File: src/hw/rtl/hcrld_pkg.sv
package hcrld_pkg;

    // fixed field widths
    localparam int BYTE_W      = 8;
    localparam int SYM_W       = 3;
    localparam int ROW_W       = 10;
    localparam int DIGIT_W     = 4;

    localparam int MAX_RUN_DEFAULT = 64;

    // configuration map
    localparam int         APB_DATA_W      = 32;
    localparam int         APB_ADDR_W      = 3;
    localparam logic       REG_ROW_WIDTH   = 1'b0;     // register index (paddr[2])
    localparam logic [ROW_W-1:0] ROW_WIDTH_RESET = 10'd16;

    // character codes
    localparam logic [BYTE_W-1:0] CH_0 = 8'h30;   // '0'
    localparam logic [BYTE_W-1:0] CH_9 = 8'h39;   // '9'
    localparam logic [BYTE_W-1:0] CH_A = 8'h41;   // 'A'
    localparam logic [BYTE_W-1:0] CH_F = 8'h46;   // 'F'
    localparam logic [BYTE_W-1:0] CH_G = 8'h47;   // 'G'
    localparam logic [BYTE_W-1:0] CH_N = 8'h4E;   // 'N'

    localparam logic [DIGIT_W-1:0] HEX_TEN = 4'd10;

    typedef struct packed {
        logic               ok;
        logic [DIGIT_W-1:0] val;
    } t_digit;

    // request handed from parser to sequencer
    typedef struct packed {
        logic             start;
        logic [SYM_W-1:0] sym;
    } t_cmd;

    typedef enum logic [1:0] {
        ST_IDLE = 2'b01,
        ST_EMIT = 2'b10
    } t_state;

    function automatic t_digit decode_digit(input logic [BYTE_W-1:0] c);
        t_digit d;
        d.ok  = 1'b0;
        d.val = '0;
        if (c >= CH_0 && c <= CH_9) begin
            d.ok  = 1'b1;
            d.val = DIGIT_W'(c - CH_0);
        end else if (c >= CH_A && c <= CH_F) begin
            d.ok  = 1'b1;
            d.val = DIGIT_W'(c - CH_A) + HEX_TEN;
        end
        return d;
    endfunction

    function automatic logic is_cell(input logic [BYTE_W-1:0] c);
        return (c >= CH_G) && (c <= CH_N);
    endfunction

endpackage

File: src/hw/rtl/hcrld_byte_if.sv
interface hcrld_byte_if;
    logic                          valid;
    logic                          ready;
    logic [hcrld_pkg::BYTE_W-1:0]  byte_in;

    modport source (output valid, output byte_in, input ready);
    modport sink   (input valid, input byte_in, output ready);
endinterface

File: src/hw/rtl/hcrld_cell_if.sv
interface hcrld_cell_if;
    logic                         valid;
    logic                         ready;
    logic [hcrld_pkg::SYM_W-1:0]  cell_value;
    logic                         end_of_row;
    logic                         last_of_run;

    modport source (output valid, output cell_value, output end_of_row,
                    output last_of_run, input ready);
    modport sink   (input valid, input cell_value, input end_of_row,
                    input last_of_run, output ready);
endinterface

File: src/hw/rtl/hcrld_parser.sv
module hcrld_parser #(
    parameter int MAX_RUN = hcrld_pkg::MAX_RUN_DEFAULT,
    parameter int CNT_W   = $clog2(MAX_RUN + 1)
) (
    input  logic                          i_clk,
    input  logic                          i_rst_n,
    input  logic                          i_accept,
    input  logic [hcrld_pkg::BYTE_W-1:0]  i_byte,
    output hcrld_pkg::t_cmd               o_cmd,
    output logic [CNT_W-1:0]              o_reps
);
    localparam int ACC_W = CNT_W + hcrld_pkg::DIGIT_W;

    logic [CNT_W-1:0] r_count, n_count;
    logic             r_pending, n_pending;

    hcrld_pkg::t_digit dig;
    logic              letter_hit;
    logic [ACC_W-1:0]  acc;

    always_comb begin
        dig        = hcrld_pkg::decode_digit(i_byte);
        letter_hit = hcrld_pkg::is_cell(i_byte);
        // shift in next digit, msd first
        acc  = r_pending ? ({r_count, {hcrld_pkg::DIGIT_W{1'b0}}} + ACC_W'(dig.val))
                         : ACC_W'(dig.val);
        o_reps = r_pending ? r_count : CNT_W'(1);
        o_cmd.start = i_accept && letter_hit && (o_reps != '0);
        o_cmd.sym   = hcrld_pkg::SYM_W'(i_byte - hcrld_pkg::CH_G);

        n_count   = r_count;
        n_pending = r_pending;
        if (i_accept) begin
            if (dig.ok) begin
                n_count   = (acc > ACC_W'(MAX_RUN)) ? CNT_W'(MAX_RUN) : CNT_W'(acc);
                n_pending = 1'b1;
            end else begin
                // cell letter consumes the count, anything else drops it
                n_count   = '0;
                n_pending = 1'b0;
            end
        end
    end

    always_ff @(posedge i_clk) begin
        if (!i_rst_n) begin
            r_count   <= '0;
            r_pending <= 1'b0;
        end else begin
            r_count   <= n_count;
            r_pending <= n_pending;
        end
    end
endmodule

File: src/hw/rtl/hcrld_run_seq.sv
module hcrld_run_seq #(
    parameter int MAX_RUN = hcrld_pkg::MAX_RUN_DEFAULT,
    parameter int CNT_W   = $clog2(MAX_RUN + 1)
) (
    input  logic                         i_clk,
    input  logic                         i_rst_n,
    input  hcrld_pkg::t_cmd              i_cmd,
    input  logic [CNT_W-1:0]             i_reps,
    input  logic [hcrld_pkg::ROW_W-1:0]  i_row_width,
    output logic                         o_idle,
    hcrld_cell_if.source                 o_cell
);
    hcrld_pkg::t_state               r_state, n_state;
    logic [CNT_W-1:0]                r_remain, n_remain;
    logic [hcrld_pkg::SYM_W-1:0]     r_sym, n_sym;
    logic [hcrld_pkg::ROW_W-1:0]     r_countdown, n_countdown;

    logic row_mark;
    logic last;

    always_comb begin
        row_mark = (r_countdown <= hcrld_pkg::ROW_W'(1));
        last     = (r_remain == CNT_W'(1));

        n_state     = r_state;
        n_remain    = r_remain;
        n_sym       = r_sym;
        n_countdown = r_countdown;

        unique case (r_state)
            hcrld_pkg::ST_IDLE: begin
                if (i_cmd.start) begin
                    n_state  = hcrld_pkg::ST_EMIT;
                    n_remain = i_reps;
                    n_sym    = i_cmd.sym;
                end
            end
            hcrld_pkg::ST_EMIT: begin
                if (o_cell.ready) begin
                    n_remain    = r_remain - CNT_W'(1);
                    n_countdown = row_mark ? i_row_width
                                           : r_countdown - hcrld_pkg::ROW_W'(1);
                    if (last) begin
                        n_state = hcrld_pkg::ST_IDLE;
                    end
                end
            end
            default: begin
                n_state = hcrld_pkg::ST_IDLE;
            end
        endcase
    end

    always_ff @(posedge i_clk) begin
        if (!i_rst_n) begin
            r_state     <= hcrld_pkg::ST_IDLE;
            r_countdown <= hcrld_pkg::ROW_WIDTH_RESET;
        end else begin
            r_state     <= n_state;
            r_countdown <= n_countdown;
        end
        r_remain <= n_remain;
        r_sym    <= n_sym;
    end

    assign o_idle             = (r_state == hcrld_pkg::ST_IDLE);
    assign o_cell.valid       = (r_state == hcrld_pkg::ST_EMIT);
    assign o_cell.cell_value  = r_sym;
    assign o_cell.end_of_row  = row_mark;
    assign o_cell.last_of_run = last;
endmodule

File: src/hw/rtl/hex_count_run_length_decoder.sv
// Channel   Dir  Payload                                  Request moves when
// i_byte    in   byte_in[7:0]                             valid && ready
// o_cell    out  cell_value[2:0], end_of_row, last_of_run valid && ready
// apb       in   row_width at byte address 0              psel && penable && pwrite
//
// A digit or an ignored byte is taken and the input stays ready. A cell letter
// with run count N holds the block for N output requests (one per cycle without
// stalls); the input is ready again the cycle after the last cell is taken.
// Reset (synchronous, active low) clears the count, returns the sequencer to
// idle and loads the row countdown with 16. Output stalls simply hold the
// current cell; input ready stays low until the run drains.
module hex_count_run_length_decoder #(
    parameter int MAX_RUN = hcrld_pkg::MAX_RUN_DEFAULT
) (
    input  logic                              i_clk,
    input  logic                              i_rst_n,
    hcrld_byte_if.sink                        i_byte,
    hcrld_cell_if.source                      o_cell,
    input  logic                              psel,
    input  logic                              penable,
    input  logic                              pwrite,
    input  logic [hcrld_pkg::APB_ADDR_W-1:0]  paddr,
    input  logic [hcrld_pkg::APB_DATA_W-1:0]  pwdata,
    output logic [hcrld_pkg::APB_DATA_W-1:0]  prdata,
    output logic                              pready
);
    localparam int CNT_W = $clog2(MAX_RUN + 1);

    logic [hcrld_pkg::ROW_W-1:0] r_row_width;
    logic                        cfg_wr;
    logic                        idle;
    logic                        in_accept;
    hcrld_pkg::t_cmd             cmd;
    logic [CNT_W-1:0]            reps;

    // config register, index comes from paddr[2]
    assign pready = 1'b1;
    assign cfg_wr = psel && penable && pwrite && pready &&
                    (paddr[2] == hcrld_pkg::REG_ROW_WIDTH);

    always_ff @(posedge i_clk) begin
        if (!i_rst_n) begin
            r_row_width <= hcrld_pkg::ROW_WIDTH_RESET;
        end else if (cfg_wr) begin
            r_row_width <= pwdata[hcrld_pkg::ROW_W-1:0];
        end
    end

    assign prdata = (paddr[2] == hcrld_pkg::REG_ROW_WIDTH)
                  ? hcrld_pkg::APB_DATA_W'(r_row_width) : '0;

    // input is taken only while no run is being emitted
    assign i_byte.ready = idle;
    assign in_accept    = i_byte.valid && i_byte.ready;

    hcrld_parser #(
        .MAX_RUN (MAX_RUN),
        .CNT_W   (CNT_W)
    ) u_parser (
        .i_clk    (i_clk),
        .i_rst_n  (i_rst_n),
        .i_accept (in_accept),
        .i_byte   (i_byte.byte_in),
        .o_cmd    (cmd),
        .o_reps   (reps)
    );

    hcrld_run_seq #(
        .MAX_RUN (MAX_RUN),
        .CNT_W   (CNT_W)
    ) u_run_seq (
        .i_clk       (i_clk),
        .i_rst_n     (i_rst_n),
        .i_cmd       (cmd),
        .i_reps      (reps),
        .i_row_width (r_row_width),
        .o_idle      (idle),
        .o_cell      (o_cell)
    );

    // input and output never both open
    a_no_overlap: assert property (@(posedge i_clk) disable iff (!i_rst_n)
        i_byte.ready |-> !o_cell.valid)
        else $error("input ready while a cell is pending");

    // last cell of a run frees the input
    a_last_frees: assert property (@(posedge i_clk) disable iff (!i_rst_n)
        (o_cell.valid && o_cell.ready && o_cell.last_of_run) |=> i_byte.ready)
        else $error("input not ready after last cell");

    // a run keeps going until its last cell
    a_run_continues: assert property (@(posedge i_clk) disable iff (!i_rst_n)
        (o_cell.valid && o_cell.ready && !o_cell.last_of_run) |=> o_cell.valid)
        else $error("run ended early");

    // a started run shows a cell next cycle
    a_start_emits: assert property (@(posedge i_clk) disable iff (!i_rst_n)
        cmd.start |=> (o_cell.valid && !i_byte.ready))
        else $error("cell letter did not start a run");
endmodule
File: src/flat_wrapper.sv
// flat-port wrapper written by rule: the top's interface ports become plain ports
module hex_count_run_length_decoder_flat 
#(
    parameter int MAX_RUN = hcrld_pkg::MAX_RUN_DEFAULT
)
  (i_clk, i_rst_n, psel, penable, pwrite, paddr, pwdata, prdata, pready, i_byte_valid, i_byte_byte_in, i_byte_ready, o_cell_valid, o_cell_cell_value, o_cell_end_of_row, o_cell_last_of_run, o_cell_ready);
  hcrld_byte_if i_byte_i ();
  hcrld_cell_if o_cell_i ();
  input  logic i_clk;
  input  logic i_rst_n;
  input  logic psel;
  input  logic penable;
  input  logic pwrite;
  input  logic [hcrld_pkg::APB_ADDR_W-1:0] paddr;
  input  logic [hcrld_pkg::APB_DATA_W-1:0] pwdata;
  output logic [hcrld_pkg::APB_DATA_W-1:0] prdata;
  output logic pready;
  input wire logic [$bits(i_byte_i.valid)-1:0] i_byte_valid;
  input wire logic [$bits(i_byte_i.byte_in)-1:0] i_byte_byte_in;
  output wire logic [$bits(i_byte_i.ready)-1:0] i_byte_ready;
  output wire logic [$bits(o_cell_i.valid)-1:0] o_cell_valid;
  output wire logic [$bits(o_cell_i.cell_value)-1:0] o_cell_cell_value;
  output wire logic [$bits(o_cell_i.end_of_row)-1:0] o_cell_end_of_row;
  output wire logic [$bits(o_cell_i.last_of_run)-1:0] o_cell_last_of_run;
  input wire logic [$bits(o_cell_i.ready)-1:0] o_cell_ready;
  assign i_byte_i.valid = i_byte_valid;
  assign i_byte_i.byte_in = i_byte_byte_in;
  assign i_byte_ready = i_byte_i.ready;
  assign o_cell_valid = o_cell_i.valid;
  assign o_cell_cell_value = o_cell_i.cell_value;
  assign o_cell_end_of_row = o_cell_i.end_of_row;
  assign o_cell_last_of_run = o_cell_i.last_of_run;
  assign o_cell_i.ready = o_cell_ready;
  hex_count_run_length_decoder #(.MAX_RUN(MAX_RUN)) u_core (.i_clk(i_clk), .i_rst_n(i_rst_n), .i_byte(i_byte_i), .o_cell(o_cell_i), .psel(psel), .penable(penable), .pwrite(pwrite), .paddr(paddr), .pwdata(pwdata), .prdata(prdata), .pready(pready));
endmodule
File: config.mk
export PLATFORM = sky130hd
export DESIGN_NAME = hex_count_run_length_decoder_flat
export DESIGN_NICKNAME = d
export VERILOG_FILES = /design/src/hw/rtl/hcrld_pkg.sv /design/src/hw/rtl/hcrld_byte_if.sv /design/src/hw/rtl/hcrld_cell_if.sv /design/src/hw/rtl/hcrld_parser.sv /design/src/hw/rtl/hcrld_run_seq.sv /design/src/hw/rtl/hex_count_run_length_decoder.sv /design/src/flat_wrapper.sv
export SDC_FILE = /design/constraint.sdc
export NUM_CORES = 1
export LEC_CHECK = 0
export BUFFER_PORTS_ARGS = -buffer_cell sky130_fd_sc_hd__buf_2
export CAP_MARGIN = 20
export CORE_UTILIZATION = 45
export DETAILED_ROUTE_END_ITERATION = 12
export PLACE_DENSITY_LB_ADDON = 0.2
export SLEW_MARGIN = 10
export SYNTH_ARGS = -nofsm -noshare
export SYNTH_HDL_FRONTEND = slang
export SYNTH_SLANG_ARGS = --single-unit
File: constraint.sdc
create_clock -name i_clk -period 2.32 [get_ports i_clk]
set_input_delay 0.348 -clock i_clk [delete_from_list [all_inputs] [get_ports i_clk]]
set_output_delay 0.348 -clock i_clk [all_outputs]
set_load 0.05 [all_outputs]
==> results_tabular.tex <==
\begin{tabular}{lr}
\hline
Metric & Value \\
\hline
\multicolumn{2}{l}{\textbf{Status}} \\
Result of the run & finished clean \\
\multicolumn{2}{l}{\textbf{Global route}} \\
First-pass GRT wire length & 8330 um \\
Largest net degree at the start of global routing & 26 \\
Overall Global Routing Usage & 17.8\% \\
Number of global-route vias before repair & 1804 \\
Initial antenna violation count & 0 \\
Total overflow reported by the global router & 0 \\
\multicolumn{2}{l}{\textbf{Final layout}} \\
Fillcell total & 498 \\
Diode count & 0 \\
Final cell count without fillers & 409 \\
Number of nets in the layout & 396 \\
Area growth from synthesis to final layout & 15.2\% \\
Commonest non-fill, non-tap cell in the layout & buf\_2 \\
Design area & 2840 sq um \\
Top library cells by usage in the layout, fill and taps aside & buf\_2 (41), nand2\_1 (33), dfxtp\_1 (29) \\
Proportion of layout cells with a drive suffix above 1 & 22.4\% \\
Finished Core Util & 54.6\% \\
\multicolumn{2}{l}{\textbf{Die}} \\
Cell Rows & 26 \\
Number of primary I/O pins & 90 \\
Die height & 76.0 um \\
Die area & 5780 sq um \\
Standard cell core area & 5200 sq um \\
Initial core utilization & 47.4\% \\
X dimension of the die & 76.0 um \\
\multicolumn{2}{l}{\textbf{Logic synthesis}} \\
Post-synthesis register bit count & 40 \\
Fraction of registers with async set or reset after synthesis & 0\% \\
Count of warnings emitted by yosys & 0 \\
Synthesized area & 2460 sq um \\
Sequential area share after synthesis & 36.5\% \\
Post-synth EDFFs & 10 \\
Synth top area share & 24.4\% \\
Post-Synthesis Cells & 292 \\
Top flip-flop cell by instance count after synthesis & dfxtp\_1 \\
Unique cell type count in the Yosys netlist & 58 \\
Mean post-synth cell area & 8.44 sq um \\
Biggest area contributors in the synthesized netlist & dfxtp\_1 (24\%), edfxtp\_1 (12\%), buf\_4 (7.0\%) \\
Library cell with the largest summed area after synthesis & dfxtp\_1 \\
\multicolumn{2}{l}{\textbf{Power and ir drop}} \\
P per Cell Area & 522 nW/um\^{}2 \\
Static Leakage & 1.20 nW \\
Pwr Total & 1.48 mW \\
Max IR drop VDD & 0.000307 V \\
\multicolumn{2}{l}{\textbf{Route}} \\
Detailed Routing Iterations Pass 1 & 4 \\
Number of nets with antenna violations after detailed routing & 0 \\
Number of design rule violations left after detail routing & 0 \\
Drt first-iter violations & 139 \\
Detail-routed via count per cell & 5.14 \\
DR vias & 2101 \\
Routed wire length & 5110 um \\
Avg WL per Cell & 12.5 um \\
\multicolumn{2}{l}{\textbf{Timing}} \\
Minimum clock period & 2.27 ns \\
Clk\_skew & 0.00408 ns \\
Peak Freq & 440 MHz \\
Final Hold Violating Endpoints & 0 \\
Setup TNS & 0 ns \\
Finish-stage setup viols & 0 \\
Fraction of the cycle the final worst path needs & 98.0\% \\
Worst hold margin & 0.282 ns \\
Final-report max-slew violation count & 0 \\
Normalized max-slew margin & 58.1\% \\
Post-layout worst setup margin & 0.0461 ns \\
Slew @ Worst Pin & 0.623 ns \\
RSZ-0062 raised after global routing & false \\
\multicolumn{2}{l}{\textbf{Placement}} \\
Number of I/O port buffers & 42 \\
DP Wirelength & 3870 um \\
Minimum setup slack after placement & 0.0548 ns \\
Post-Place Cells & 400 \\
Final weighted congestion of routability-driven global placement & 0.890 \\
Cell area after placement & 2710 sq um \\
\multicolumn{2}{l}{\textbf{CTS}} \\
Library cell used as clock root buffer & clkbuf\_8 \\
Clk sink count & 40 \\
Number of buffers created by CTS & 5 \\
Worst-skew pair later-pin latency & 0.28 ns \\
CTS Buffer Depth & 2 \\
Clock-pin slew on the worst setup and hold paths & 0.07 ns \\
Number of hold buffers added after cts & 0 \\
CTS H-Tree Depth & 2 \\
TritonCTS clock tree & yes \\
\multicolumn{2}{l}{\textbf{Critical path}} \\
Type of element capturing the critical path & primary output \\
Capturing point of the worst reg2reg path & u\_core.u\_run\_seq.r\_remain[4] \\
End of the critical path & o\_cell\_end\_of\_row \\
Required arrival time at the worst endpoint & 1.97 ns \\
Origin of the worst setup path & u\_core.u\_run\_seq.r\_countdown[3] \\
Kind of critical path & flop to primary output \\
Critical path startpoint category & flop \\
Crit path arrival time & 1.93 ns \\
R2R depth & 5 \\
Largest driver fanout on the critical path & 5 \\
Register-to-Register Setup Slack & 0.12 ns \\
Critical register-to-register path startpoint & u\_core.u\_parser.r\_count[3] \\
\multicolumn{2}{l}{\textbf{Job}} \\
Number of max-cap violations & 0 \\
\multicolumn{2}{l}{\textbf{Worst hold path}} \\
Class of the tightest hold or removal check & input port to flop \\
\hline
\end{tabular}
-- worst min-delay path by stage --
stage                                         start                         endpoint  slack (ns)  depth (start not counted)
floorplan           u_core.u_run_seq.r_countdown[8]  u_core.u_run_seq.r_countdown[8]        0.45                          2
global placement              u_core.r_row_width[5]            u_core.r_row_width[5]        0.47                          2
detailed placement  u_core.u_run_seq.r_countdown[8]  u_core.u_run_seq.r_countdown[8]        0.47                          2
CTS                                       pwdata[4]            u_core.r_row_width[4]        0.28                          3
global route                              pwdata[4]            u_core.r_row_width[4]        0.30                          3
finish                                    pwdata[4]            u_core.r_row_width[4]        0.28                          3
-- Yosys cell counts, types with 8 or more instances --
cell      count
nand2_1      33
dfxtp_1      30
buf_4        23
o21ai_0      23
inv_1        14
nor2_1       14
a21oi_1      13
a21boi_0     11
nor2b_1      11
clkbuf_1     10
edfxtp_1     10
ha_1          8
nand3_1       8
-- repair_timing --
item,in CTS,in global routing
setup buffers,1,0
setup endpoints to repair,1,1
gates resized for setup,3,3
-- cells by family after synthesis --
logic type / Yosys count / synth area share [%]
compound gates: 81 / 22.3
xor+xnor: 8 / 2.84
fa+ha+maj: 8 / 4.06
buf+inv: 52 / 11.8
flops: 40 / 36.5
mux: 1 / 0.406
other cells: 2 / 0.305
simple gates: 100 / 21.7
-- metal layers --
| layer | vias to the layer above | track usage, % | share of wire, % |
|---|---|---|---|
| li1 | 1077 | - | - |
| met1 | 967 | 25.1 | 50 |
| met2 | 55 | 28.1 | 46 |
| met3 | 2 | 2.63 | 3.3 |
| met4 | 0 | 5.19 | 0.84 |
| met5 | - | 0 | 0 |
-- where the power goes --
| part | total [mW] | switching, mW | internal, mW |
|---|---|---|---|
| Sequential | 0.728 | 0.00867 | 0.720 |
| Clock | 0.542 | 0.228 | 0.313 |
| Combinational | 0.212 | 0.157 | 0.0550 |
| Total | 1.48 | 0.394 | 1.09 |
-- worst max-delay path, stage by stage (launching register included) --
cell      delay [ns]
dfxtp_2         0.34
or4_4           0.53
or4b_4          0.54
clkinv_2        0.09
buf_8           0.14
-- flip-flops by register name, indices dropped and copies added, names as in the netlist --
signal and cells:
u_core.r_row_width 10, u_core.u_run_seq.r_countdown 10, u_core.u_parser.r_count 7, u_core.u_run_seq.r_remain 7, u_core.u_run_seq.o_cell.cell_value 3, u_core.u_run_seq.r_state 2, u_core.u_parser.r_pending 1
-- area by class of cell --
type	count	area [sq um]	share of cell area, %
flip-flops and latches	40	902	31.8
clock inverters	3	37.5	1.32
well taps	70	87.6	3.08
clock buffers	5	68.8	2.42
multi-input cells	221	1370	48.2
repair buffers	55	318	11.2
inverters	15	57.6	2.03
No activity file was read; power rests on OpenSTA's default activity.
